## config.mk

```make
export PLATFORM = sky130hd
export DESIGN_NAME = totp_window_verifier
export DESIGN_NICKNAME = d
export VERILOG_FILES = /design/src/hw/rtl/totp_pkg.sv /design/src/hw/rtl/totp_sha_core.sv /design/src/hw/rtl/totp_serdiv.sv /design/src/hw/rtl/totp_datapath.sv /design/src/hw/rtl/totp_ctrl.sv /design/src/hw/rtl/totp_window_verifier.sv
export VERILOG_INCLUDE_DIRS = /design/src /design/src/hw/rtl
export SDC_FILE = /design/constraint.sdc
export NUM_CORES = 2
export LEC_CHECK = 0
export BUFFER_PORTS_ARGS = -buffer_cell sky130_fd_sc_hd__buf_2
export CORE_MARGIN = 5
export CORE_UTILIZATION = 45
export DETAILED_ROUTE_END_ITERATION = 8
export GPL_TIMING_DRIVEN = 1
export HOLD_SLACK_MARGIN = 0.02
export PLACE_DENSITY = 0.57
export SLEW_MARGIN = 25
export SYNTH_ARGS = -nofsm -noshare
export SYNTH_HDL_FRONTEND = slang
export SYNTH_SLANG_ARGS = --single-unit
```

## constraint.sdc

```tcl
create_clock -name clk -period 31.2 [get_ports clk]
set_clock_uncertainty 0.05 [all_clocks]
set_input_delay 0 -clock clk [delete_from_list [all_inputs] [get_ports clk]]
set_output_delay 0 -clock clk [all_outputs]
set_load 0.02 [all_outputs]
```

## src/hw/rtl/totp_window_verifier_assert.svh

```systemverilog
// Assertion macros for the TOTP window verifier sequencer (totp_ctrl).
// No dependencies; define SYNTH to compile the checks out.
`ifndef TOTP_WINDOW_VERIFIER_ASSERT_SVH
`define TOTP_WINDOW_VERIFIER_ASSERT_SVH
`ifndef SYNTH
`define TOTP_ASSERT(lbl, clk, rstn, prop) \
    lbl: assert property (@(posedge clk) disable iff (!rstn) prop) \
        else $error("totp assertion failed");
`define TOTP_NEVER(lbl, clk, rstn, expr) \
    `TOTP_ASSERT(lbl, clk, rstn, !(expr))
`else
`define TOTP_ASSERT(lbl, clk, rstn, prop)
`define TOTP_NEVER(lbl, clk, rstn, expr)
`endif
`endif

```

## src/hw/rtl/totp_pkg.sv

```systemverilog
// Shared types, constants and helper functions for the TOTP window verifier.
// No dependencies.
package totp_pkg;

    localparam int KEY_BYTES = 32;

    typedef enum logic [2:0] {
        REG_SECRET0, REG_SECRET1, REG_SECRET2, REG_SECRET3,
        REG_KEY_LEN, REG_DIGITS, REG_STEP, REG_SLACK
    } cfg_idx_t;

    typedef enum logic [1:0] {PH_IPAD, PH_INNER, PH_OPAD, PH_OUTER} phase_t;

    typedef struct packed {
        logic   load;
        logic   div_start;
        logic   cand_init;
        logic   sha_start;
        phase_t phase;
        logic   mod_start;
        logic   score;
        logic   next_cand;
        logic   publish;
    } cmd_t;

    typedef struct packed {
        logic zero_key;
        logic div_done;
        logic sha_done;
        logic mod_done;
        logic last_cand;
        logic out_free;
    } stat_t;

    localparam logic [255:0] SHA_IV = {
        32'h6a09e667, 32'hbb67ae85, 32'h3c6ef372, 32'ha54ff53a,
        32'h510e527f, 32'h9b05688c, 32'h1f83d9ab, 32'h5be0cd19
    };

    localparam logic [31:0] SHA_K [64] = '{
        32'h428a2f98, 32'h71374491, 32'hb5c0fbcf, 32'he9b5dba5,
        32'h3956c25b, 32'h59f111f1, 32'h923f82a4, 32'hab1c5ed5,
        32'hd807aa98, 32'h12835b01, 32'h243185be, 32'h550c7dc3,
        32'h72be5d74, 32'h80deb1fe, 32'h9bdc06a7, 32'hc19bf174,
        32'he49b69c1, 32'hefbe4786, 32'h0fc19dc6, 32'h240ca1cc,
        32'h2de92c6f, 32'h4a7484aa, 32'h5cb0a9dc, 32'h76f988da,
        32'h983e5152, 32'ha831c66d, 32'hb00327c8, 32'hbf597fc7,
        32'hc6e00bf3, 32'hd5a79147, 32'h06ca6351, 32'h14292967,
        32'h27b70a85, 32'h2e1b2138, 32'h4d2c6dfc, 32'h53380d13,
        32'h650a7354, 32'h766a0abb, 32'h81c2c92e, 32'h92722c85,
        32'ha2bfe8a1, 32'ha81a664b, 32'hc24b8b70, 32'hc76c51a3,
        32'hd192e819, 32'hd6990624, 32'hf40e3585, 32'h106aa070,
        32'h19a4c116, 32'h1e376c08, 32'h2748774c, 32'h34b0bcb5,
        32'h391c0cb3, 32'h4ed8aa4a, 32'h5b9cca4f, 32'h682e6ff3,
        32'h748f82ee, 32'h78a5636f, 32'h84c87814, 32'h8cc70208,
        32'h90befffa, 32'ha4506ceb, 32'hbef9a3f7, 32'hc67178f2
    };

    function automatic logic [31:0] rotr(input logic [31:0] x, input int n);
        rotr = (x >> n) | (x << (32 - n));
    endfunction

    // Ten to the power of the digit count, saturating at nine digits
    function automatic logic [29:0] pow10(input logic [3:0] digs);
        logic [29:0] p;
        unique case (digs)
            4'd0:    p = 30'd1;
            4'd1:    p = 30'd10;
            4'd2:    p = 30'd100;
            4'd3:    p = 30'd1000;
            4'd4:    p = 30'd10000;
            4'd5:    p = 30'd100000;
            4'd6:    p = 30'd1000000;
            4'd7:    p = 30'd10000000;
            4'd8:    p = 30'd100000000;
            default: p = 30'd1000000000;
        endcase
        pow10 = p;
    endfunction

endpackage

```

## src/hw/rtl/totp_sha_core.sv

```systemverilog
// SHA-256 compression, one round per clock over a 16-word schedule window.
// Depends on totp_pkg.
module totp_sha_core (
    input  logic         clk,
    input  logic         rst_n,
    input  logic         start,
    input  logic [255:0] h_in,
    input  logic [511:0] block,
    output logic [255:0] h_out,
    output logic         done
);
    import totp_pkg::*;

    logic [31:0] v_reg [8];
    logic [31:0] hs_reg [8];
    logic [31:0] w_reg [16];
    logic [5:0]  rnd_reg;
    logic        busy_reg;
    logic        done_reg;

    logic [31:0] s1_big, ch, t1, s0_big, maj, t2, ws0, ws1, w_next;

    always_comb
    begin
        s1_big = rotr(v_reg[4], 6) ^ rotr(v_reg[4], 11) ^ rotr(v_reg[4], 25);
        ch     = (v_reg[4] & v_reg[5]) ^ (~v_reg[4] & v_reg[6]);
        t1     = v_reg[7] + s1_big + ch + SHA_K[rnd_reg] + w_reg[0];
        s0_big = rotr(v_reg[0], 2) ^ rotr(v_reg[0], 13) ^ rotr(v_reg[0], 22);
        maj    = (v_reg[0] & v_reg[1]) ^ (v_reg[0] & v_reg[2]) ^ (v_reg[1] & v_reg[2]);
        t2     = s0_big + maj;
        ws0    = rotr(w_reg[1], 7) ^ rotr(w_reg[1], 18) ^ (w_reg[1] >> 3);
        ws1    = rotr(w_reg[14], 17) ^ rotr(w_reg[14], 19) ^ (w_reg[14] >> 10);
        w_next = w_reg[0] + ws0 + w_reg[9] + ws1;
    end

    always_ff @(posedge clk or negedge rst_n)
    begin
        if (!rst_n)
        begin
            busy_reg <= 1'b0;
            done_reg <= 1'b0;
            rnd_reg  <= '0;
        end
        else
        begin
            done_reg <= busy_reg && (rnd_reg == 6'd63);
            if (start)
            begin
                busy_reg <= 1'b1;
                rnd_reg  <= '0;
            end
            else if (busy_reg)
            begin
                rnd_reg <= rnd_reg + 6'd1;
                if (rnd_reg == 6'd63)
                    busy_reg <= 1'b0;
            end
        end
    end

    always_ff @(posedge clk)
    begin
        if (start)
        begin
            for (int k = 0; k < 8; k++)
            begin
                v_reg[k]  <= h_in[255 - 32*k -: 32];
                hs_reg[k] <= h_in[255 - 32*k -: 32];
            end
            for (int k = 0; k < 16; k++)
                w_reg[k] <= block[511 - 32*k -: 32];
        end
        else if (busy_reg)
        begin
            v_reg[7] <= v_reg[6];
            v_reg[6] <= v_reg[5];
            v_reg[5] <= v_reg[4];
            v_reg[4] <= v_reg[3] + t1;
            v_reg[3] <= v_reg[2];
            v_reg[2] <= v_reg[1];
            v_reg[1] <= v_reg[0];
            v_reg[0] <= t1 + t2;
            for (int k = 0; k < 15; k++)
                w_reg[k] <= w_reg[k+1];
            w_reg[15] <= w_next;
        end
    end

    always_comb
    begin
        for (int k = 0; k < 8; k++)
            h_out[255 - 32*k -: 32] = hs_reg[k] + v_reg[k];
    end

    assign done = done_reg;

endmodule

```

## src/hw/rtl/totp_serdiv.sv

```systemverilog
// Restoring divider, one quotient bit per clock.
// No package dependencies.
module totp_serdiv #(
    parameter int DW = 40,
    parameter int VW = 12
) (
    input  logic          clk,
    input  logic          rst_n,
    input  logic          start,
    input  logic [DW-1:0] dividend,
    input  logic [VW-1:0] divisor,
    output logic [DW-1:0] quot,
    output logic [VW-1:0] rem,
    output logic          done
);
    localparam int CW = $clog2(DW + 1);

    logic [DW-1:0] num_reg;
    logic [VW-1:0] rem_reg;
    logic [VW-1:0] den_reg;
    logic [CW-1:0] cnt_reg;
    logic          done_reg;
    logic [VW:0]   trial;
    logic          fits;

    assign trial = {rem_reg, num_reg[DW-1]};
    assign fits  = trial >= {1'b0, den_reg};

    always_ff @(posedge clk or negedge rst_n)
    begin
        if (!rst_n)
        begin
            cnt_reg  <= '0;
            done_reg <= 1'b0;
        end
        else
        begin
            done_reg <= 1'b0;
            if (start)
                cnt_reg <= CW'(DW);
            else if (cnt_reg != '0)
            begin
                cnt_reg <= cnt_reg - CW'(1);
                if (cnt_reg == CW'(1))
                    done_reg <= 1'b1;
            end
        end
    end

    always_ff @(posedge clk)
    begin
        if (start)
        begin
            num_reg <= dividend;
            rem_reg <= '0;
            den_reg <= divisor;
        end
        else if (cnt_reg != '0)
        begin
            num_reg <= {num_reg[DW-2:0], fits};
            rem_reg <= fits ? VW'(trial - {1'b0, den_reg}) : trial[VW-1:0];
        end
    end

    assign quot = num_reg;
    assign rem  = rem_reg;
    assign done = done_reg;

endmodule

```

## src/hw/rtl/totp_datapath.sv

```systemverilog
// Datapath: configuration registers, HMAC message assembly, SHA core,
// dividers, candidate scoring and the output register. Depends on totp_pkg, totp_sha_core and totp_serdiv.
module totp_datapath (
    input  logic                 clk,
    input  logic                 rst_n,
    input  logic                 cfg_we,
    input  totp_pkg::cfg_idx_t   cfg_index,
    input  logic [63:0]          cfg_data,
    input  logic [39:0]          time_seconds,
    input  logic [31:0]          submitted_code,
    input  logic                 out_stall,
    input  totp_pkg::cmd_t       cmd,
    output totp_pkg::stat_t      stat,
    output logic                 out_valid,
    output logic                 matched,
    output logic signed [41:0]   matched_step,
    output logic [29:0]          centre_code
);
    import totp_pkg::*;

    logic [63:0]  sw_reg [4];
    logic [5:0]   klen_cfg_reg;
    logic [3:0]   digits_cfg_reg;
    logic [11:0]  step_cfg_reg;
    logic [3:0]   slack_cfg_reg;

    logic [31:0]  given_reg;
    logic [39:0]  time_reg;
    logic [255:0] key_reg;
    logic         zero_reg;
    logic [29:0]  modv_reg;
    logic [3:0]   slk_reg;
    logic [11:0]  step_reg;
    logic signed [41:0] cand_reg;
    logic [4:0]   idx_reg;
    logic [255:0] h_reg;
    logic [255:0] inner_reg;
    logic         hit_reg;
    logic signed [41:0] first_reg;
    logic [29:0]  centre_reg;
    logic         out_valid_reg;
    logic         matched_reg;
    logic signed [41:0] mstep_reg;
    logic [29:0]  ccode_reg;

    logic [255:0] key_masked;
    logic [5:0]   klen;
    logic [255:0] sha_h_in;
    logic [511:0] sha_block;
    logic [255:0] sha_h_out;
    logic         sha_done;
    logic [39:0]  div_quot;
    logic [11:0]  div_rem;
    logic         div_done;
    logic [31:0]  trunc_w;
    logic [30:0]  mod_quot;
    logic [29:0]  mod_rem;
    logic         mod_done;
    logic [63:0]  ctr_msg;

    // Configuration writes
    always_ff @(posedge clk or negedge rst_n)
    begin
        if (!rst_n)
        begin
            for (int k = 0; k < 4; k++)
                sw_reg[k] <= '0;
            klen_cfg_reg   <= 6'd20;
            digits_cfg_reg <= 4'd6;
            step_cfg_reg   <= 12'd30;
            slack_cfg_reg  <= 4'd1;
        end
        else if (cfg_we)
        begin
            unique case (cfg_index)
                REG_SECRET0: sw_reg[0] <= cfg_data;
                REG_SECRET1: sw_reg[1] <= cfg_data;
                REG_SECRET2: sw_reg[2] <= cfg_data;
                REG_SECRET3: sw_reg[3] <= cfg_data;
                REG_KEY_LEN: klen_cfg_reg   <= cfg_data[5:0];
                REG_DIGITS:  digits_cfg_reg <= cfg_data[3:0];
                REG_STEP:    step_cfg_reg   <= cfg_data[11:0];
                REG_SLACK:   slack_cfg_reg  <= cfg_data[3:0];
                default: ;
            endcase
        end
    end

    // Clear key bytes beyond the configured length
    always_comb
    begin
        klen = (klen_cfg_reg > 6'(KEY_BYTES)) ? 6'(KEY_BYTES) : klen_cfg_reg;
        for (int j = 0; j < 32; j++)
            key_masked[255 - 8*j -: 8] = (6'(j) < klen)
                ? sw_reg[j/8][63 - 8*(j%8) -: 8] : 8'h00;
    end

    assign ctr_msg = {{22{cand_reg[41]}}, cand_reg};

    always_comb
    begin
        case (cmd.phase)
            PH_IPAD:
            begin
                sha_h_in  = SHA_IV;
                sha_block = {key_reg, 256'b0} ^ {64{8'h36}};
            end
            PH_INNER:
            begin
                sha_h_in  = h_reg;
                sha_block = {ctr_msg, 8'h80, 376'b0, 64'd576};
            end
            PH_OPAD:
            begin
                sha_h_in  = SHA_IV;
                sha_block = {key_reg, 256'b0} ^ {64{8'h5c}};
            end
            default:
            begin
                sha_h_in  = h_reg;
                sha_block = {inner_reg, 8'h80, 184'b0, 64'd768};
            end
        endcase
    end

    totp_sha_core u_sha (
        .clk   (clk),
        .rst_n (rst_n),
        .start (cmd.sha_start),
        .h_in  (sha_h_in),
        .block (sha_block),
        .h_out (sha_h_out),
        .done  (sha_done)
    );

    totp_serdiv #(.DW(40), .VW(12)) u_stepdiv (
        .clk      (clk),
        .rst_n    (rst_n),
        .start    (cmd.div_start),
        .dividend (time_reg),
        .divisor  (step_reg),
        .quot     (div_quot),
        .rem      (div_rem),
        .done     (div_done)
    );

    // Dynamic truncation: offset from the low nibble of the last tag byte
    assign trunc_w = h_reg[(255 - {h_reg[3:0], 3'b000}) -: 32];

    totp_serdiv #(.DW(31), .VW(30)) u_moddiv (
        .clk      (clk),
        .rst_n    (rst_n),
        .start    (cmd.mod_start),
        .dividend (trunc_w[30:0]),
        .divisor  (modv_reg),
        .quot     (mod_quot),
        .rem      (mod_rem),
        .done     (mod_done)
    );

    always_ff @(posedge clk)
    begin
        if (cmd.load)
        begin
            given_reg  <= submitted_code;
            time_reg   <= time_seconds;
            key_reg    <= key_masked;
            modv_reg   <= pow10(digits_cfg_reg);
            slk_reg    <= slack_cfg_reg;
            step_reg   <= (step_cfg_reg == '0) ? 12'd1 : step_cfg_reg;
            zero_reg   <= (klen == '0);
            hit_reg    <= 1'b0;
            first_reg  <= '0;
            centre_reg <= '0;
        end
        if (cmd.cand_init)
        begin
            cand_reg <= $signed({2'b00, div_quot}) - $signed({38'b0, slk_reg});
            idx_reg  <= '0;
        end
        if (sha_done)
        begin
            h_reg <= sha_h_out;
            if (cmd.phase == PH_INNER)
                inner_reg <= sha_h_out;
        end
        if (cmd.score)
        begin
            if (idx_reg == {1'b0, slk_reg})
                centre_reg <= mod_rem;
            if (({2'b00, mod_rem} == given_reg) && !hit_reg)
            begin
                hit_reg   <= 1'b1;
                first_reg <= cand_reg;
            end
        end
        if (cmd.next_cand)
        begin
            cand_reg <= cand_reg + 42'sd1;
            idx_reg  <= idx_reg + 5'd1;
        end
        if (cmd.publish)
        begin
            matched_reg <= hit_reg;
            mstep_reg   <= first_reg;
            ccode_reg   <= centre_reg;
        end
    end

    always_ff @(posedge clk or negedge rst_n)
    begin
        if (!rst_n)
            out_valid_reg <= 1'b0;
        else if (cmd.publish)
            out_valid_reg <= 1'b1;
        else if (!out_stall)
            out_valid_reg <= 1'b0;
    end

    assign stat.zero_key  = zero_reg;
    assign stat.div_done  = div_done;
    assign stat.sha_done  = sha_done;
    assign stat.mod_done  = mod_done;
    assign stat.last_cand = (idx_reg == {slk_reg, 1'b0});
    assign stat.out_free  = !out_valid_reg || !out_stall;

    assign out_valid    = out_valid_reg;
    assign matched      = matched_reg;
    assign matched_step = mstep_reg;
    assign centre_code  = ccode_reg;

endmodule

```

## src/hw/rtl/totp_ctrl.sv

```systemverilog
// Sequencer: for a non-empty key, steps one item through division, four compressions per
// candidate, reduction, scoring and result transfer. Depends on totp_pkg and totp_window_verifier_assert.svh.
`include "totp_window_verifier_assert.svh"
module totp_ctrl (
    input  logic             clk,
    input  logic             rst_n,
    input  logic             in_valid,
    output logic             in_stall,
    input  totp_pkg::stat_t  stat,
    output totp_pkg::cmd_t   cmd
);
    import totp_pkg::*;

    typedef enum logic [2:0] {
        ST_IDLE, ST_LOAD, ST_DIV, ST_SHA_GO, ST_SHA_WAIT, ST_MOD, ST_PUBLISH
    } state_t;

    state_t state_reg;
    phase_t phase_reg;
    cmd_t   cmd_reg;

    always_ff @(posedge clk or negedge rst_n)
    begin
        if (!rst_n)
        begin
            state_reg <= ST_IDLE;
            phase_reg <= PH_IPAD;
            cmd_reg   <= '0;
        end
        else
        begin
            cmd_reg       <= '0;
            cmd_reg.phase <= phase_reg;
            unique case (state_reg)
                ST_IDLE:
                    if (in_valid)
                        state_reg <= ST_LOAD;
                ST_LOAD:
                    if (stat.zero_key)
                        state_reg <= ST_PUBLISH;
                    else
                    begin
                        cmd_reg.div_start <= 1'b1;
                        state_reg         <= ST_DIV;
                    end
                ST_DIV:
                    if (stat.div_done)
                    begin
                        cmd_reg.cand_init <= 1'b1;
                        phase_reg         <= PH_IPAD;
                        state_reg         <= ST_SHA_GO;
                    end
                ST_SHA_GO:
                begin
                    cmd_reg.sha_start <= 1'b1;
                    state_reg         <= ST_SHA_WAIT;
                end
                ST_SHA_WAIT:
                    if (stat.sha_done)
                    begin
                        if (phase_reg == PH_OUTER)
                        begin
                            cmd_reg.mod_start <= 1'b1;
                            state_reg         <= ST_MOD;
                        end
                        else
                        begin
                            phase_reg <= phase_t'(phase_reg + 2'd1);
                            state_reg <= ST_SHA_GO;
                        end
                    end
                ST_MOD:
                    if (stat.mod_done)
                    begin
                        cmd_reg.score <= 1'b1;
                        if (stat.last_cand)
                            state_reg <= ST_PUBLISH;
                        else
                        begin
                            cmd_reg.next_cand <= 1'b1;
                            phase_reg         <= PH_IPAD;
                            state_reg         <= ST_SHA_GO;
                        end
                    end
                ST_PUBLISH:
                    if (stat.out_free)
                    begin
                        cmd_reg.publish <= 1'b1;
                        state_reg       <= ST_IDLE;
                    end
                default:
                    state_reg <= ST_IDLE;
            endcase
        end
    end

    assign in_stall = (state_reg != ST_IDLE);

    // Take the item on the transfer edge itself, the payload may move after
    always_comb
    begin
        cmd      = cmd_reg;
        cmd.load = in_valid && (state_reg == ST_IDLE);
    end

    `TOTP_ASSERT(a_take_loads, clk, rst_n,
        (state_reg == ST_IDLE && in_valid) |=> (state_reg == ST_LOAD))
    `TOTP_ASSERT(a_sha_done_waiting, clk, rst_n,
        stat.sha_done |-> (state_reg == ST_SHA_WAIT))
    `TOTP_ASSERT(a_mod_done_waiting, clk, rst_n,
        stat.mod_done |-> (state_reg == ST_MOD))
    `TOTP_NEVER(a_div_done_stray, clk, rst_n,
        stat.div_done && (state_reg != ST_DIV))

endmodule

```

## src/hw/rtl/totp_window_verifier.sv

```systemverilog
// Top level of the TOTP window verifier (HMAC-SHA256 time-based codes).
// Depends on totp_pkg, totp_ctrl and totp_datapath.
//
// Use: write the key words, key length, digit count, step length and slack
// through the cfg_we / cfg_index / cfg_data port while the block is idle.
// Each input transfer (in_valid high, in_stall low) carries a time in seconds
// and a submitted code; exactly one result transfer follows, carrying the
// match flag, the earliest matching step and the code at the centre step.
// Work: the step division, then per candidate four SHA-256 compressions
// and a modulo reduction, over 2 * slack + 1 candidates; the compression
// unit runs one round per clock. A zero-length key skips the division and
// all hashing and returns a zero result.
// One item is in work at a time; in_stall is low only while idle, and the
// next item can be taken while the previous result still waits.
// A stalled result holds in the output register; a finished item holds
// before transfer until that register is free.
// Reset (rst_n low, asynchronous) drops any item in work, empties the
// output register and restores the register defaults.
module totp_window_verifier (
    input  logic                clk,
    input  logic                rst_n,
    input  logic                cfg_we,
    input  totp_pkg::cfg_idx_t  cfg_index,
    input  logic [63:0]         cfg_data,
    input  logic                in_valid,
    output logic                in_stall,
    input  logic [39:0]         time_seconds,
    input  logic [31:0]         submitted_code,
    output logic                out_valid,
    input  logic                out_stall,
    output logic                matched,
    output logic signed [41:0]  matched_step,
    output logic [29:0]         centre_code
);
    import totp_pkg::*;

    cmd_t  cmd;
    stat_t stat;

    // Sequencer: issues one command pulse per step of the HMAC schedule
    totp_ctrl u_ctrl (
        .clk      (clk),
        .rst_n    (rst_n),
        .in_valid (in_valid),
        .in_stall (in_stall),
        .stat     (stat),
        .cmd      (cmd)
    );

    // Datapath: register file, hashing, division and result register
    totp_datapath u_dp (
        .clk            (clk),
        .rst_n          (rst_n),
        .cfg_we         (cfg_we),
        .cfg_index      (cfg_index),
        .cfg_data       (cfg_data),
        .time_seconds   (time_seconds),
        .submitted_code (submitted_code),
        .out_stall      (out_stall),
        .cmd            (cmd),
        .stat           (stat),
        .out_valid      (out_valid),
        .matched        (matched),
        .matched_step   (matched_step),
        .centre_code    (centre_code)
    );

endmodule

```

After elaboration in Yosys (flattened, before gate mapping)
Memories as Yosys holds them, arrays and structs flattened. A register that Yosys moved wholly into a read port is not among the register bits.
Index checks and enable logic that the tools add are counted.
{"block": "totals", "reg_bits": 1523, "ramBits": 1024, "romBits": 2528, "output_inout_bits": 75, "mem_count": 5}
{"block": "classes", "addsub": 28, "order_cmp": 36, "n_eq_ne": 30, "shifts": 1, "mux": 98, "n_bitwise": 54, "reduce_logical": 32}
{"name": "(name not given)", "words": 64, "width": 32, "rd": 1, "rd_ports_with_merged_regs": 0, "write_ports": 0, "line": "totp_sha_core.sv:27", "text": "t1 = v_reg[7] + s1_big + ch + SHA_K[rnd_reg] + w_reg[0];"}
{"name": "u_dp.u_sha.w_reg", "words": 16, "width": 32, "rd": 16, "rd_ports_with_merged_regs": 0, "write_ports": 16, "line": "totp_sha_core.sv:16", "text": "logic [31:0] w_reg [16];"}
{"name": "(name not given)", "words": 16, "width": 30, "rd": 1, "rd_ports_with_merged_regs": 1, "write_ports": 0, "line": "totp_pkg.sv:66", "text": "unique case (digs)"}
{"name": "u_dp.u_sha.hs_reg", "words": 8, "width": 32, "rd": 8, "rd_ports_with_merged_regs": 0, "write_ports": 8, "line": "totp_sha_core.sv:15", "text": "logic [31:0] hs_reg [8];"}
{"name": "u_dp.u_sha.v_reg", "words": 8, "width": 32, "rd": 8, "rd_ports_with_merged_regs": 0, "write_ports": 8, "line": "totp_sha_core.sv:14", "text": "logic [31:0] v_reg [8];"}
{"operator": "$pmux W512 S3", "n": 1}
{"operator": "$mux W32", "n": 26}
{"operator": "$add A32 B32 Y32", "n": 18}
{"operator": "$not A256 Y256", "n": 2}
{"operator": "$xor A32 B32 Y32", "n": 9}
{"operator": "$shiftx A287 B33 Y31", "n": 1}
{"operator": "$mux W256", "n": 1}
{"operator": "$mux W42", "n": 5}
{"operator": "$and A32 B32 Y32", "n": 5}
{"operator": "$mux W30", "n": 4}
{"operator": "$lt A5 B6 Y1 const A", "n": 16}
{"operator": "$mux W40", "n": 2}
{"operator": "$mux W31", "n": 2}
{"operator": "$lt A4 B6 Y1 const A", "n": 8}
{"operator": "$add A42 B2 Y42 const B", "n": 1}
{"operator": "$sub A40 B4 Y41", "n": 1}
{"operator": "$eq A30 B32 Y1", "n": 1}
{"operator": "$not A32 Y32", "n": 1}
{"operator": "$or A10 B32 Y32", "n": 1}
{"operator": "$or A13 B32 Y32", "n": 1}
{"operator": "$or A14 B32 Y32", "n": 1}
{"operator": "$or A15 B32 Y32", "n": 1}
{"operator": "$or A19 B32 Y32", "n": 1}
{"operator": "$or A21 B32 Y32", "n": 1}
{"operator": "other kinds (58)", "n": 169}

Depth between registers and ports, before layout
An unclocked memory read counts as a cell.
{"block": "logic_depth", "word_depth": 10, "ltp_mapped": 38, "ltp_nobuf": 37}

Hierarchy
From an unflattened synthesis, not the netlist that was laid out.
{"block": "unflattened", "hier_cells": 11736, "area_unflattened_um2": 136738.6}
{"mod": "totp_sha_core", "instances": 1, "cells_per_inst": 6846, "area_each_um2": 68147.9, "seq_area_each_um2": 30949.7}
{"mod": "totp_datapath", "instances": 1, "cells_per_inst": 3960, "area_each_um2": 58424.8, "seq_area_each_um2": 38583.3}
{"mod": "totp_serdiv at u_dp.u_moddiv", "instances": 1, "cells_per_inst": 565, "area_each_um2": 5770.5, "seq_area_each_um2": 2582.5}
{"mod": "totp_serdiv at u_dp.u_stepdiv", "instances": 1, "cells_per_inst": 302, "area_each_um2": 3716.1, "seq_area_each_um2": 1976.9}
{"mod": "totp_ctrl", "instances": 1, "cells_per_inst": 63, "area_each_um2": 679.4, "seq_area_each_um2": 350.3}

Least setup slack after synthesis
Ideal clock, no wire load.
{"block": "synth_timing", "path_kind": "reg-to-reg", "from": "reg u_ctrl.cmd_reg, in the netlist u_ctrl.cmd[6]", "to": "mem u_dp.u_sha.v_reg[0][0], enable pin", "setup_time_ns": 1.177, "arrival_ns": 22.736, "t_required_ns": 29.973, "slack_ns": 7.237, "path_stages_with_launch": 4, "synth_period_minus_slack_ns": 23.963, "path_cell_list": "dfrtp_1 -> inv_1 -> clkbuf_1 -> nand2_1"}
{"item": "start: declaration", "line": "totp_ctrl.sv:20", "text": "cmd_t cmd_reg;"}
{"item": "end: declaration", "line": "totp_sha_core.sv:14"}

==> impl_results.rst <==
.. list-table::
   :header-rows: 1

   * - Metric
     - Value
   * - Final total power
     - 7.598 mW
   * - Primary flip-flop cell chosen by synthesis mapping
     - edfxtp_1
   * - Placeable core area
     - 0.2931 mm²
   * - Run status
     - finished, final reports clean
   * - Top area cells in the synthesized netlist
     - edfxtp_1, dfrtp_1, ha_1
   * - Largest driver fanout on the critical path
     - 22
   * - Max FFs per register
     - 512
   * - Hold_buf cts
     - 242
   * - CP startpoint kind
     - flop
   * - Reg area
     - 0.07425 mm²
   * - Most used cells in the layout excluding fill and tap cells
     - edfxtp_1, nor2_1, o21ai_0
   * - Library cells used by synthesis
     - 98
   * - Synth Warn #
     - 0
   * - Post-synth top area share
     - 0.4842
   * - Maximum vdd drop
     - 0.00004804 V
   * - Tcrit/Tclk final
     - 0.3881
   * - Number of global-route vias before repair
     - 89890
   * - Area added between synthesis and finish
     - 13.24%
   * - Headroom to the max-slew limit
     - 0.1727
   * - Max capacitance violation total
     - 0
   * - Final slew viol count
     - 0
   * - Critical path start-end classification
     - reg -> reg
   * - Post-synthesis cell count
     - 11090
   * - Slew at the pin with the worst max-slew slack
     - 1.236 ns
   * - Count of TritonRoute iterations in the first routing pass
     - 5
   * - Count of flip-flops with a built-in enable after synthesis
     - 2130
   * - Clock buffer count from CTS
     - 295
   * - Number of antenna violations at the first check in global routing
     - 77
   * - Leakage Power
     - 55.75 nW
   * - Min-Delay Path Depth
     - 3
   * - Setup TNS
     - 0 ns
   * - TritonCTS clock tree
     - done
   * - First-pass GRT wire length
     - 707400 µm
   * - Standard cell with the maximum stage delay on the critical path
     - a2111oi_0
   * - Number of hold violations in the final report
     - 0
   * - Post-synth ARST share
     - 0.1241
   * - Filler Cell Count
     - 25740
   * - Number of resized instances in the post-cts repair step
     - 0
   * - Setup-violating endpoint count in the final report
     - 0
   * - Initial standard-cell utilization of the core
     - 0.4507
   * - Dpl hpwl
     - 378800 µm
   * - Leading cell type in the layout, fill and taps excluded
     - edfxtp_1
   * - Clock root buffer master
     - clkbuf_16
   * - Top Ports
     - 219
   * - Share of the yosys chip area belonging to registers
     - 0.5620
   * - Area of the die
     - 0.3045 mm²
   * - Detail-routed via count per cell
     - 6.034
   * - Worst slack at placement
     - 19.38 ns
   * - Layout cells sized above 1
     - 0.1250
   * - Cell taking the most area after synthesis
     - edfxtp_1
   * - CTS Sinks
     - 2563
   * - Setup bufs post-CTS
     - 0
   * - Number of port buffers
     - 218
   * - Overall overflow remaining after global route
     - 0
   * - Area occupied by multi-input gates
     - 0.05413 mm²
   * - CP endpoint kind
     - flop
   * - Highest clock frequency the design can meet
     - 0.08260 GHz
   * - Type of the worst min-delay path
     - in -> reg
   * - Avg Inst Size Synth
     - 11.91 µm²
   * - Slowest cell delay on critical path
     - 0.83 ns
   * - 1st-iter DRT viols
     - 11240
   * - Source-to-sink clock delay at the later pin of the worst-skew pair
     - 0.92 ns
   * - GRT Overall Usage
     - 0.3289
   * - Post-DRT Antenna Nets
     - 0
   * - Netlist area before placement
     - 0.1321 mm²
   * - Depth of the worst register-to-register path
     - 35
   * - Routed WL
     - 513500 µm
   * - Minimum setup slack in the final design
     - 19.09 ns
   * - Routed length per instance
     - 32.85 µm
   * - Reg-to-reg slack, setup
     - 19.09 ns
   * - # rows
     - 199
   * - Clock period minus worst slack
     - 12.11 ns
   * - Post-CTS clock slew at the launch and capture registers of the worst setup and hold paths
     - 0.07 ns
   * - Vias
     - 94330
   * - Die span in y
     - 551.8 µm
   * - CP Data Required Time
     - 31.75 ns
   * - Depth of the CTS H-tree
     - 5
   * - Pwr dens
     - 50.80 mW/mm²
   * - Setup repair after global routing missed its margin
     - false
   * - Arrival time at the worst endpoint
     - 12.65 ns
   * - Detailed-route DRC error count
     - 0
   * - Final hold slack
     - 0.08087 ns
   * - Final layout net count
     - 12240
   * - Synthesized Nets
     - 11890
   * - Largest net degree at the start of global routing
     - 196
   * - Die boundary width
     - 551.8 µm
   * - Total of flip-flops plus latches after synthesis
     - 2563
   * - Placer congestion estimate
     - 0.9670
   * - CTS Buffer Depth
     - 4
routing by layer:
layer | global-route usage | routed length, µm | vias up | share of wire
met4 | 0.1465 | 27860 | 24 | 0.054
met5 | 0 | 172 | - | 0.00033
met2 | 0.4874 | 221100 | 4415 | 0.43
met1 | 0.4709 | 219200 | 48350 | 0.43
li1 | - | - | 40760 | -
met3 | 0.06348 | 45160 | 789 | 0.088
cell usage after synthesis (41+ instances only):
| master | number |
|---|---|
| nor2b_1 | 271 |
| buf_1 | 53 |
| clkbuf_1 | 531 |
| o21bai_1 | 51 |
| a211oi_1 | 63 |
| mux2i_1 | 292 |
| inv_1 | 451 |
| or3_1 | 157 |
| mux2_2 | 480 |
| and2_1 | 239 |
| fa_1 | 198 |
| nand3_1 | 199 |
| mux4_2 | 69 |
| dfxtp_1 | 115 |
| nand2_1 | 618 |
| o21ai_0 | 762 |
| xor2_1 | 170 |
| edfxtp_1 | 2130 |
| xnor2_1 | 576 |
| nand4_1 | 41 |
| a31oi_1 | 54 |
| ha_1 | 455 |
| and3_1 | 102 |
| nor2_1 | 1036 |
| a21oi_1 | 654 |
| a21o_1 | 247 |
| nand2b_1 | 78 |
| dfrtp_1 | 309 |
| o21a_1 | 66 |
| nor3_1 | 141 |
cell families after synthesis:
kind of cell / Yosys count / share of synthesized area
flops: 2563 / 0.5620
fa+ha+maj: 684 / 0.07546
xor+xnor: 747 / 0.04965
mux: 841 / 0.07482
simple gates: 2993 / 0.1082
buf+inv: 1044 / 0.02978
compound gates: 2218 / 0.1000
power breakdown:
group	internal, mW	switching [mW]	leakage [nW]
Combinational	0.144	0.168	27.3
Sequential	3.77	0.0491	23.8
Clock	2.00	1.46	4.60
layout make-up:
cell class	instances	area share
Antenna cell	38	0.0006358
Clock buffer	404	0.05463
Clock inverter	130	0.008357
Inverter	455	0.01150
Multi-Input combinational cell	7483	0.3619
Sequential cell	2563	0.4964
Tap cell	3919	0.03278
Timing Repair Buffer	640	0.03375
critical path, delay by kind of cell (launching register included):
family	cells	cell delay, ns
flip-flops	1	0.34
AND/OR/NAND/NOR	5	0.69
adder cells (fa/ha/maj)	7	3.44
buffers and inverters	5	1.33
AO/OA/AOI/OAI	15	5.23
XOR/XNOR	3	0.67
per-stage QoR:
step / instance area (µm²) / util / cells
floorplan: 132100 / - / 11090
global placement: 137500 / 0.4692 / 14820
detailed placement: 137500 / 0.4693 / 14820
CTS: 149400 / 0.5098 / 15590
global route: 149500 / 0.5102 / 15610
finish: 149600 / 0.5104 / 15630
path summary, 6_finish.rpt:
kind,to,startpoint
max,u_dp.u_sha.v_reg[0][31]$_DFFE_PP_,u_dp.u_sha.rnd_reg[0]$_DFFE_PN0P_
min reg2reg,u_dp.matched_step[34]$_DFFE_PP_,u_dp.first_reg[34]$_DFF_P_
min in group asynchronous,u_dp.sw_reg[68]$_DFFE_PN0P_,rst_n
min,u_dp.sw_reg[184]$_DFFE_PN0P_,cfg_data[56]
max reg2reg,u_dp.u_sha.v_reg[0][31]$_DFFE_PP_,u_dp.u_sha.rnd_reg[0]$_DFFE_PN0P_
max in group asynchronous,u_dp.sw_reg[127]$_DFFE_PN0P_,rst_n
Note: power is estimated with default switching activity, not from simulation.
